`src/rtl/wcma_pkg.sv`:
```
// shared types and constants of the moving average core
package wcma_pkg;

    // op field codes
    localparam logic OP_WEIGHT = 1'b0;
    localparam logic OP_SAMPLE = 1'b1;

    // fixed field widths
    localparam int HW_BITS  = 4;
    localparam int IDX_BITS = 5;
    localparam logic [HW_BITS-1:0] HW_RESET = 4'd1;

    // sequencer states
    typedef enum logic [2:0] {
        S_IDLE,
        S_CHECK,
        S_MAC,
        S_DRAIN,
        S_DIV_START,
        S_DIV,
        S_EMIT
    } t_state;

    // flags that travel with one tap through the read and multiply stages
    typedef struct packed {
        logic valid;
        logic keep;
    } t_tap_flags;

endpackage

```
`src/rtl/wcma_mem.sv`:
```
// sample window and tap weight memories with registered read ports
module wcma_mem import wcma_pkg::*; #(
    parameter int WIN         = 31,
    parameter int SAMPLE_BITS = 16,
    parameter int WEIGHT_BITS = 16,
    parameter int AW          = 5
) (
    input  logic                          i_clk,
    input  logic                          i_rst_n,
    input  logic                          i_win_we,
    input  logic [AW-1:0]                 i_win_waddr,
    input  logic signed [SAMPLE_BITS-1:0] i_win_wdata,
    input  logic                          i_wgt_we,
    input  logic [AW-1:0]                 i_wgt_waddr,
    input  logic [WEIGHT_BITS-1:0]        i_wgt_wdata,
    input  t_tap_flags                    i_tap,
    input  logic [AW-1:0]                 i_win_raddr,
    input  logic [AW-1:0]                 i_wgt_raddr,
    output t_tap_flags                    o_tap,
    output logic signed [SAMPLE_BITS-1:0] o_sample,
    output logic [WEIGHT_BITS-1:0]        o_weight
);

    logic signed [SAMPLE_BITS-1:0] r_win [WIN];
    logic [WEIGHT_BITS-1:0]        r_wgt [WIN];
    logic [WIN-1:0]                r_wvalid;
    logic signed [SAMPLE_BITS-1:0] r_rd_sample;
    logic [WEIGHT_BITS-1:0]        r_rd_wgt;
    logic                          r_rd_wv;
    t_tap_flags                    r_tap;

    // sample window, circular, one write and one read a cycle
    always_ff @(posedge i_clk) begin
        if (i_win_we) begin
            r_win[i_win_waddr] <= i_win_wdata;
        end
        r_rd_sample <= r_win[i_win_raddr];
    end

    // tap weights, one write and one read a cycle
    always_ff @(posedge i_clk) begin
        if (i_wgt_we) begin
            r_wgt[i_wgt_waddr] <= i_wgt_wdata;
        end
        r_rd_wgt <= r_wgt[i_wgt_raddr];
    end

    // written marks, an unwritten weight reads as one
    always_ff @(posedge i_clk) begin
        if (!i_rst_n) begin
            r_wvalid <= '0;
        end else if (i_wgt_we) begin
            r_wvalid[i_wgt_waddr] <= 1'b1;
        end
    end

    // read flags line up with the read data
    always_ff @(posedge i_clk) begin
        if (!i_rst_n) begin
            r_tap <= '0;
        end else begin
            r_tap <= i_tap;
        end
        r_rd_wv <= r_wvalid[i_wgt_raddr];
    end

    assign o_tap    = r_tap;
    assign o_sample = r_rd_sample;
    assign o_weight = r_rd_wv ? r_rd_wgt : WEIGHT_BITS'(1);

endmodule

```
`src/rtl/wcma_mac.sv`:
```
// shared multiply-accumulate unit for the weighted sum and the weight sum
module wcma_mac import wcma_pkg::*; #(
    parameter int SAMPLE_BITS = 16,
    parameter int WEIGHT_BITS = 16,
    parameter int ACC_W       = 38,
    parameter int DEN_W       = 21
) (
    input  logic                          i_clk,
    input  logic                          i_rst_n,
    input  logic                          i_clear,
    input  t_tap_flags                    i_tap,
    input  logic signed [SAMPLE_BITS-1:0] i_sample,
    input  logic [WEIGHT_BITS-1:0]        i_weight,
    output logic signed [ACC_W-1:0]       o_acc,
    output logic [DEN_W-1:0]              o_den,
    output logic                          o_busy
);

    localparam int PROD_W = SAMPLE_BITS + WEIGHT_BITS + 1;

    logic signed [PROD_W-1:0]   r_prod;
    logic [WEIGHT_BITS-1:0]     r_p_wgt;
    t_tap_flags                 r_p_tap;
    logic signed [ACC_W-1:0]    r_acc;
    logic [DEN_W-1:0]           r_den;
    logic signed [PROD_W-1:0]   prod;

    // signed sample times unsigned weight
    assign prod = PROD_W'(i_sample) * $signed({1'b0, i_weight});

    // product stage
    always_ff @(posedge i_clk) begin
        if (!i_rst_n) begin
            r_p_tap <= '0;
        end else begin
            r_p_tap <= i_tap;
        end
        r_prod  <= prod;
        r_p_wgt <= i_weight;
    end

    // accumulate stage, taps outside the stream are skipped
    always_ff @(posedge i_clk) begin
        if (i_clear) begin
            r_acc <= '0;
            r_den <= '0;
        end else if (r_p_tap.valid && r_p_tap.keep) begin
            r_acc <= r_acc + ACC_W'(r_prod);
            r_den <= r_den + DEN_W'(r_p_wgt);
        end
    end

    assign o_acc  = r_acc;
    assign o_den  = r_den;
    assign o_busy = i_tap.valid | r_p_tap.valid;

endmodule

```
`src/rtl/wcma_div.sv`:
```
// restoring divider, one quotient bit a cycle
module wcma_div #(
    parameter int NUM_W = 39,
    parameter int DIV_W = 22
) (
    input  logic             i_clk,
    input  logic             i_rst_n,
    input  logic             i_start,
    input  logic [NUM_W-1:0] i_num,
    input  logic [DIV_W-1:0] i_den,
    output logic             o_done,
    output logic [NUM_W-1:0] o_quot
);

    localparam int CNT_W = $clog2(NUM_W + 1);

    logic [NUM_W-1:0] r_num;
    logic [DIV_W-1:0] r_den;
    logic [DIV_W-1:0] r_rem;
    logic [CNT_W-1:0] r_cnt;
    logic             r_busy;
    logic             r_done;
    logic [DIV_W:0]   shifted;
    logic [DIV_W:0]   diff;

    // trial subtract of the divisor from the shifted remainder
    assign shifted = {r_rem, r_num[NUM_W-1]};
    assign diff    = shifted - {1'b0, r_den};

    // control
    always_ff @(posedge i_clk) begin
        if (!i_rst_n) begin
            r_busy <= 1'b0;
            r_done <= 1'b0;
            r_cnt  <= '0;
        end else begin
            r_done <= 1'b0;
            if (i_start) begin
                r_busy <= 1'b1;
                r_cnt  <= CNT_W'(NUM_W);
            end else if (r_busy) begin
                r_cnt <= r_cnt - CNT_W'(1);
                if (r_cnt == CNT_W'(1)) begin
                    r_busy <= 1'b0;
                    r_done <= 1'b1;
                end
            end
        end
    end

    // datapath, quotient bits shift in where numerator bits leave
    always_ff @(posedge i_clk) begin
        if (i_start) begin
            r_num <= i_num;
            r_den <= i_den;
            r_rem <= '0;
        end else if (r_busy) begin
            if (!diff[DIV_W]) begin
                r_rem <= diff[DIV_W-1:0];
                r_num <= {r_num[NUM_W-2:0], 1'b1};
            end else begin
                r_rem <= shifted[DIV_W-1:0];
                r_num <= {r_num[NUM_W-2:0], 1'b0};
            end
        end
    end

    assign o_done = r_done;
    assign o_quot = r_num;

endmodule

```
`src/rtl/weighted_centered_moving_average_core.sv`:
```
// Centered weighted moving average with edge renormalization. A weight item
// (op 0) writes one tap weight. A sample item (op 1) then runs, for each
// result it releases, a check for the result, 2*half_width+1 taps on the
// single multiply-accumulate unit (one tap a cycle), a drain of its read and
// multiply stages, a start of the restoring divider, the divider itself, one
// quotient bit a cycle, with NUM_W = SAMPLE_BITS+WEIGHT_BITS+clog2(WIN)+2 bits,
// and a hand-off of the result to the output register, held back while a held
// result is stalled. A result whose used weights sum to zero skips the divider
// start and the divider. The input is stalled from the accepted sample until
// its last result has been handed to the output register; the output register
// lets the next item in while a result waits. At most half_width+1 results
// leave for one sample, and up to MAX_HALF+1 on the first sample after
// half_width was lowered in the middle of a stream.
module weighted_centered_moving_average_core import wcma_pkg::*; #(
    parameter int MAX_HALF    = 15,
    parameter int SAMPLE_BITS = 16,
    parameter int WEIGHT_BITS = 16
) (
    input  logic                          i_clk,
    input  logic                          i_rst_n,
    input  logic                          i_valid,
    output logic                          o_stall,
    input  logic                          i_op,
    input  logic [IDX_BITS-1:0]           i_weight_index,
    input  logic [WEIGHT_BITS-1:0]        i_weight_value,
    input  logic signed [SAMPLE_BITS-1:0] i_sample,
    input  logic                          i_last_in,
    output logic                          o_valid,
    input  logic                          i_stall,
    output logic signed [SAMPLE_BITS-1:0] o_smoothed,
    output logic                          o_divide_error,
    output logic                          o_last_out,
    input  logic                          i_cfg_valid,
    output logic                          o_cfg_ready,
    input  logic [HW_BITS-1:0]            i_cfg_data
);

    localparam int WIN   = 2 * MAX_HALF + 1;
    localparam int AW    = $clog2(WIN);
    localparam int CW    = $clog2(WIN + 1);
    localparam int GW    = CW + 2;
    localparam int KW    = HW_BITS + 1;
    localparam int PW    = HW_BITS + CW;
    localparam int ACC_W = SAMPLE_BITS + WEIGHT_BITS + AW + 1;
    localparam int DEN_W = WEIGHT_BITS + AW;
    localparam int NUM_W = ACC_W + 1;
    localparam int DIV_W = DEN_W + 1;
    localparam logic [NUM_W-1:0] Q_MAX = NUM_W'((64'(1) << (SAMPLE_BITS - 1)) - 64'(1));

    t_state                        r_state;
    t_state                        n_state;
    logic [HW_BITS-1:0]            r_hw;
    logic [AW-1:0]                 r_wptr;
    logic [AW-1:0]                 n_wptr;
    logic [CW-1:0]                 r_seen;
    logic [CW-1:0]                 r_given;
    logic                          r_last;
    logic [CW-1:0]                 r_age;
    logic                          r_pend_one;
    logic [KW-1:0]                 r_k;
    logic                          r_neg;
    logic [ACC_W-1:0]              r_mag;
    logic signed [SAMPLE_BITS-1:0] r_res;
    logic                          r_err;
    logic                          r_o_valid;
    logic signed [SAMPLE_BITS-1:0] r_o_smoothed;
    logic                          r_o_err;
    logic                          r_o_last;

    logic                          in_fire;
    logic                          wgt_we;
    logic [CW-1:0]                 pending;
    logic                          res_done;
    logic                          k_last;
    logic [GW-1:0]                 g_full;
    logic [CW-1:0]                 g_pos;
    logic                          g_keep;
    logic [CW:0]                   win_off;
    logic [AW-1:0]                 win_raddr;
    logic                          out_free;
    logic                          emit_fire;
    t_tap_flags                    tap_issue;
    t_tap_flags                    tap_rd;
    logic                          mac_clear;
    logic                          div_start;
    logic signed [SAMPLE_BITS-1:0] rd_sample;
    logic [WEIGHT_BITS-1:0]        rd_weight;
    logic signed [ACC_W-1:0]       acc;
    logic [DEN_W-1:0]              den;
    logic                          mac_busy;
    logic                          div_done;
    logic [NUM_W-1:0]              quot;
    logic [NUM_W-1:0]              div_num;
    logic [DIV_W-1:0]              div_den;
    logic signed [SAMPLE_BITS-1:0] sat_val;

    // handshakes
    assign in_fire   = i_valid && !o_stall;
    assign wgt_we    = in_fire && (i_op == OP_WEIGHT) && (32'(i_weight_index) < WIN);
    assign out_free  = !r_o_valid || !i_stall;
    assign emit_fire = (r_state == S_EMIT) && out_free;

    // pending results and the stop test
    assign pending  = r_seen - r_given;
    assign res_done = (pending == '0) || (!r_last && (PW'(pending) <= PW'(r_hw)));
    assign k_last   = (r_k == {r_hw, 1'b0});

    // window position of the current tap and its memory address
    assign g_full  = GW'(r_age) + GW'(r_hw) - GW'(r_k);
    assign g_pos   = g_full[CW-1:0];
    assign g_keep  = !g_full[GW-1] && (g_full < GW'(r_seen));
    assign win_off = ((CW + 1)'(r_wptr) < (CW + 1)'(g_pos))
                   ? (CW + 1)'(r_wptr) + (CW + 1)'(WIN) - (CW + 1)'(g_pos)
                   : (CW + 1)'(r_wptr) - (CW + 1)'(g_pos);
    assign win_raddr = AW'(win_off);
    assign n_wptr    = (r_wptr == AW'(WIN - 1)) ? '0 : r_wptr + AW'(1);

    // divider operands, rounding to nearest by (2*mag + den) / (2*den)
    assign div_num = {r_mag, 1'b0} + NUM_W'(den);
    assign div_den = {den, 1'b0};

    // saturate the rounded magnitude and apply the sign
    always_comb begin
        if (r_neg) begin
            if (quot > Q_MAX + NUM_W'(1)) begin
                sat_val = {1'b1, {(SAMPLE_BITS - 1){1'b0}}};
            end else begin
                sat_val = SAMPLE_BITS'(0) - quot[SAMPLE_BITS-1:0];
            end
        end else begin
            if (quot > Q_MAX) begin
                sat_val = {1'b0, {(SAMPLE_BITS - 1){1'b1}}};
            end else begin
                sat_val = quot[SAMPLE_BITS-1:0];
            end
        end
    end

    // next state
    always_comb begin
        n_state = r_state;
        unique case (r_state)
            S_IDLE: begin
                if (in_fire && (i_op == OP_SAMPLE)) begin
                    n_state = S_CHECK;
                end
            end
            S_CHECK: begin
                n_state = res_done ? S_IDLE : S_MAC;
            end
            S_MAC: begin
                if (k_last) begin
                    n_state = S_DRAIN;
                end
            end
            S_DRAIN: begin
                if (!mac_busy) begin
                    n_state = (den == '0) ? S_EMIT : S_DIV_START;
                end
            end
            S_DIV_START: begin
                n_state = S_DIV;
            end
            S_DIV: begin
                if (div_done) begin
                    n_state = S_EMIT;
                end
            end
            S_EMIT: begin
                if (out_free) begin
                    n_state = S_CHECK;
                end
            end
            default: begin
                n_state = S_IDLE;
            end
        endcase
    end

    // state outputs
    always_comb begin
        o_stall        = (r_state != S_IDLE);
        o_cfg_ready    = (r_state == S_IDLE);
        tap_issue.valid = (r_state == S_MAC);
        tap_issue.keep  = (r_state == S_MAC) && g_keep;
        mac_clear      = (r_state == S_CHECK);
        div_start      = (r_state == S_DIV_START);
    end

    // state register and configuration
    always_ff @(posedge i_clk) begin
        if (!i_rst_n) begin
            r_state <= S_IDLE;
            r_hw    <= HW_RESET;
        end else begin
            r_state <= n_state;
            if (i_cfg_valid && o_cfg_ready) begin
                if (32'(i_cfg_data) > MAX_HALF) begin
                    r_hw <= HW_BITS'(MAX_HALF);
                end else begin
                    r_hw <= i_cfg_data;
                end
            end
        end
    end

    // stream counters and write pointer
    always_ff @(posedge i_clk) begin
        if (!i_rst_n) begin
            r_wptr  <= '0;
            r_seen  <= '0;
            r_given <= '0;
        end else begin
            if (in_fire && (i_op == OP_SAMPLE)) begin
                r_wptr <= n_wptr;
                if (r_seen != CW'(WIN)) begin
                    r_seen <= r_seen + CW'(1);
                end else if (r_given != '0) begin
                    r_given <= r_given - CW'(1);
                end
            end else if ((r_state == S_CHECK) && res_done && r_last) begin
                r_seen  <= '0;
                r_given <= '0;
            end else if (emit_fire) begin
                r_given <= r_given + CW'(1);
            end
        end
    end

    // per-result working registers
    always_ff @(posedge i_clk) begin
        if (in_fire && (i_op == OP_SAMPLE)) begin
            r_last <= i_last_in;
        end
        if (r_state == S_CHECK) begin
            r_age      <= pending - CW'(1);
            r_pend_one <= (pending == CW'(1));
            r_k        <= '0;
        end else if (r_state == S_MAC) begin
            r_k <= r_k + KW'(1);
        end
        if ((r_state == S_DRAIN) && !mac_busy) begin
            r_neg <= acc[ACC_W-1];
            r_mag <= acc[ACC_W-1] ? ACC_W'(0) - ACC_W'(acc) : ACC_W'(acc);
            r_res <= '0;
            r_err <= 1'b1;
        end else if ((r_state == S_DIV) && div_done) begin
            r_res <= sat_val;
            r_err <= 1'b0;
        end
    end

    // output register
    always_ff @(posedge i_clk) begin
        if (!i_rst_n) begin
            r_o_valid <= 1'b0;
        end else if (emit_fire) begin
            r_o_valid <= 1'b1;
        end else if (!i_stall) begin
            r_o_valid <= 1'b0;
        end
        if (emit_fire) begin
            r_o_smoothed <= r_res;
            r_o_err      <= r_err;
            r_o_last     <= r_last && r_pend_one;
        end
    end

    assign o_valid        = r_o_valid;
    assign o_smoothed     = r_o_smoothed;
    assign o_divide_error = r_o_err;
    assign o_last_out     = r_o_last;

    wcma_mem #(
        .WIN         (WIN),
        .SAMPLE_BITS (SAMPLE_BITS),
        .WEIGHT_BITS (WEIGHT_BITS),
        .AW          (AW)
    ) u_mem (
        .i_clk       (i_clk),
        .i_rst_n     (i_rst_n),
        .i_win_we    (in_fire && (i_op == OP_SAMPLE)),
        .i_win_waddr (n_wptr),
        .i_win_wdata (i_sample),
        .i_wgt_we    (wgt_we),
        .i_wgt_waddr (AW'(i_weight_index)),
        .i_wgt_wdata (i_weight_value),
        .i_tap       (tap_issue),
        .i_win_raddr (win_raddr),
        .i_wgt_raddr (AW'(r_k)),
        .o_tap       (tap_rd),
        .o_sample    (rd_sample),
        .o_weight    (rd_weight)
    );

    wcma_mac #(
        .SAMPLE_BITS (SAMPLE_BITS),
        .WEIGHT_BITS (WEIGHT_BITS),
        .ACC_W       (ACC_W),
        .DEN_W       (DEN_W)
    ) u_mac (
        .i_clk    (i_clk),
        .i_rst_n  (i_rst_n),
        .i_clear  (mac_clear),
        .i_tap    (tap_rd),
        .i_sample (rd_sample),
        .i_weight (rd_weight),
        .o_acc    (acc),
        .o_den    (den),
        .o_busy   (mac_busy)
    );

    wcma_div #(
        .NUM_W (NUM_W),
        .DIV_W (DIV_W)
    ) u_div (
        .i_clk   (i_clk),
        .i_rst_n (i_rst_n),
        .i_start (div_start),
        .i_num   (div_num),
        .i_den   (div_den),
        .o_done  (div_done),
        .o_quot  (quot)
    );

endmodule

```
`config.mk`:
```
export PLATFORM = sky130hd
export DESIGN_NAME = weighted_centered_moving_average_core
export DESIGN_NICKNAME = d
export VERILOG_FILES = /design/src/rtl/wcma_pkg.sv /design/src/rtl/wcma_mem.sv /design/src/rtl/wcma_mac.sv /design/src/rtl/wcma_div.sv /design/src/rtl/weighted_centered_moving_average_core.sv
export SDC_FILE = /design/constraint.sdc
export NUM_CORES = 2
export LEC_CHECK = 0
export BUFFER_PORTS_ARGS = -buffer_cell sky130_fd_sc_hd__buf_2
export CAP_MARGIN = 20
export CORE_ASPECT_RATIO = 0.7
export CORE_MARGIN = 2
export CORE_UTILIZATION = 30
export DETAILED_ROUTE_END_ITERATION = 8
export PLACE_DENSITY_LB_ADDON = 0.1
export SETUP_SLACK_MARGIN = 0.2
export SYNTH_ARGS = -nofsm -noshare
export SYNTH_HDL_FRONTEND = slang
export SYNTH_SLANG_ARGS = --single-unit
```
`constraint.sdc`:
```
create_clock -name i_clk -period 8.1 [get_ports i_clk]
set_input_delay 1.62 -clock i_clk [delete_from_list [all_inputs] [get_ports i_clk]]
set_output_delay 1.62 -clock i_clk [all_outputs]
set_load 0.005 [all_outputs]
```
==> flow_summary.yaml <==
outcome:
  status: "finished, final reports clean"
die:
  dieArea_sq_um: 231000
  start_util: 0.302
  die_y_um: 403
  die_w_um: 574
  core_sq_um: 226000
  fp-row-count: 146
  num_io_pins: 69
worst_setup_path:
  reg2reg_depth: 25
  crit_fanout: 35
  startpoint_type: "register"
  crit_required_ps: 8850
  rrSetupSlack_ps: 620
  worstSetupPathType: "reg -> reg"
  end_kind: "register"
  arrival_ps: 8230
sta:
  fmax_mhz: 134
  post-route-period-util: 0.924
  min_period_ps: 7480
  grt_setup_unrepaired: "no"
  finalSetupViolCount: 0
  tightest_slew_ps: 1230
  relSlewSlack: 0.176
  fin_skew_ps: 98.8
  setup_tns_ps: 0
  hold_viol_final: 0
  setup_ws_ps: 617
  drv_slew: 0
place:
  dp.final_hpwl_um: 136000
  place_ws_ps: 483
  place_congestion: 0.809
  dp_cells: 8463
  io_buffers: 68
global_routing:
  grt_use_total: 0.175
  antenna_found_initial: 26
  first_global_vias: 43236
  grt_start_max_net_pins: 127
  gr-total-overflow: 0
  grt_pass1_wl_um: 302000
clocking:
  cts_sinks: 1367
  ctsHoldBuffers: 0
  clock_latency_ps: 840
  clkTransAtPathRegs_ps: 60
  cts_tree: "done"
  clockBufferDepth: 4
  cts_root_buf: "clkbuf_16"
  h-tree-depth: 4
  cts_made_buffers: 158
detailed_routing:
  postRouteAntennaNets: 0
  first_iter_violations: 3924
  vias_per_cell: 5.14
  vias: 44948
  drc: 0
  firstDrtPassIters: 6
  wl_per_cell_um: 23.4
  routed_wl_um: 205000
power_and_ir_drop:
  intPower_mw: 16.5
  comb_power_share: 0.471
  p_switching_mw: 12.6
  p_clk_frac: 0.239
  leakage_nw: 27.9
  seq_power_share: 0.289
  power_density_nw_per_um2: 374
  finalPower_mw: 29.1
  vdd_ir_drop_max_uv: 609
  switching_share: 0.432
final_layout:
  drive_gt1_frac: 0.123
  final_cells: 8745
  fin_nets: 6102
  synthToLayoutAreaGrowth_pct: 14.2
  num-fill-cells: 22231
logic_synthesis:
  synth_seq_area_share: 0.565
  syn_avg_cell_area_sq_um: 12.4
  synthCells: 5514
  yosysMostFrequentCell: "edfxtp_1"
  synth_common_cells: "edfxtp_1 (1116), nand2_1 (497), o22ai_1 (454)"
  synth_warnings: 0
  synth_edf_count: 1116
  synthesis.nets: 6025
  ys.flop_type: "edfxtp_1"
  ys_ff_latch: 1367
  async_flop_share: 0
  yosysTopAreaCellShare: 0.491
  yosys.area.top_type: "edfxtp_1"
  synthTopCellsByArea: "edfxtp_1 (49%), dfxtp_1 (7.4%), fa_1 (6.0%)"
  synth_cell_types: 71
  synth_area_sq_um: 68300
run:
  cap_violations: 0
worst_hold_path:
  hold_path_class: "reg -> reg"
  worstHoldPathCells: 0
power groups by stage:
| stage | combinational, mW | clock, mW | sequential, mW |
|---|---|---|---|
| CTS | 13.8 | 7.19 | 8.42 |
| floorplan | 8.14 | 0 | 8.22 |
| finish | 13.7 | 6.97 | 8.43 |
| detailed placement | 13.8 | 0 | 8.57 |
| global route | 14.9 | 7.46 | 8.47 |
| global placement | 13.7 | 0 | 8.57 |
area by class of cell:
type	instances	area (sq um)	share of cell area
multi-input combinational	3482	27500	0.354
clock inverter	86	742	0.00952
clock buffer	185	4210	0.0540
sequential	1367	38600	0.495
tap	3034	3800	0.0487
timing repair buffer	224	1710	0.0219
inverter	358	1340	0.0172
antenna	9	22.5	0.000289
cell families (layout without fill, tap and decap cells):
group                    Yosys count  count (layout)  synth area share
AND/OR/NAND/NOR                 1384            1384            0.0944
flip-flops                      1367            1367             0.565
AO/OA/AOI/OAI                   1256            1256             0.116
buffers and inverters            665             853            0.0369
adder cells (fa/ha/maj)          463             463             0.108
multiplexers                     193             193            0.0564
XOR/XNOR                         186             186            0.0239
other                              0               9                 0
cell usage in the layout (no fill, tap or decap), types with 14 or more instances in the layout:
master / instances
edfxtp_1: 1116
nand2_1: 492
o22ai_1: 454
inv_1: 357
nor2_1: 299
ha_1: 257
dfxtp_1: 246
a21oi_1: 220
fa_1: 206
o21ai_0: 205
clkbuf_16: 161
mux4_2: 153
buf_4: 140
and3_1: 127
xnor2_1: 120
nor3_1: 80
a211oi_1: 70
buf_2: 69
xor2_1: 63
o311ai_0: 63
nand3_1: 57
a21o_1: 48
o21a_1: 48
and2_1: 42
nor2_2: 41
mux2i_1: 40
nand4_1: 38
nand2b_1: 33
nor4_1: 33
clkinv_1: 33
nor2b_1: 29
clkinv_2: 24
or3_1: 23
o31ai_1: 19
a21boi_0: 17
nor2_4: 17
o21bai_1: 16
clkbuf_1: 15
o211ai_1: 14
worst max-delay path: stages (launching register included):
cell and delay, ps:
dfxtp_4 540, buf_4 220, and2_1 500, nand2_1 140, fa_1 560, fa_1 450
fa_1 490, fa_1 500, inv_1 60, fa_1 530, inv_1 60, fa_1 540
inv_1 40, ha_1 350, a21oi_1 190, nor2_1 70, a211oi_1 480, and3_1 230
a22oi_1 180, o21ai_0 370, o31ai_1 190, o21a_1 200, o21ai_0 170, nand2b_1 80
a21oi_1 180, xnor2_1 130
repair_timing:
action / in CTS / in global routing
setup buffers: 0 / 0
endpoints found under the setup margin: 0 / 2
endpoints found under the hold margin: 0 / 0
gates resized for setup: 0 / 2
per-layer routing:
metal,global-route usage,up-vias,share of wire
met1,0.278,22705,0.51
met5,0,-,0.00032
met2,0.243,1161,0.41
met4,0.0345,10,0.018
li1,-,20844,-
met3,0.0314,228,0.061
through the flow:
step / instance area, sq um / utilization / hold WS, ps
3_3_place_gp: 72800 / 0.322 / 432
3_5_place_dp: 72900 / 0.322 / 417
6_report: 77900 / 0.345 / 444
2_1_floorplan: 68300 / - / 408
5_1_grt: 77900 / 0.344 / 452
4_1_cts: 77900 / 0.344 / 444
sequential cells by signal (all words and copies together) (netlist names), 16 cells and up:
signal,flops
r_mag,38
u_mem.r_win,496
u_mac.r_p_wgt,16
u_div.o_quot,39
u_mem.r_wvalid,31
u_mac.o_acc,38
r_res,16
u_mem.r_rd_wgt,16
u_mem.o_sample,16
u_mem.r_wgt,496
u_div.r_den,21
u_div.r_rem,22
u_mac.r_prod,33
o_smoothed,16
u_mac.o_den,21
worst paths after layout:
path	from	endpoint
setup / recovery	u_mem.r_rd_wv	u_mac.r_prod[32]
hold / removal	r_res[15]	o_smoothed[15]
setup reg to reg	u_mem.r_rd_wv	u_mac.r_prod[32]
hold reg to reg	r_res[15]	o_smoothed[15]
Power figures use the tool's default switching activity.
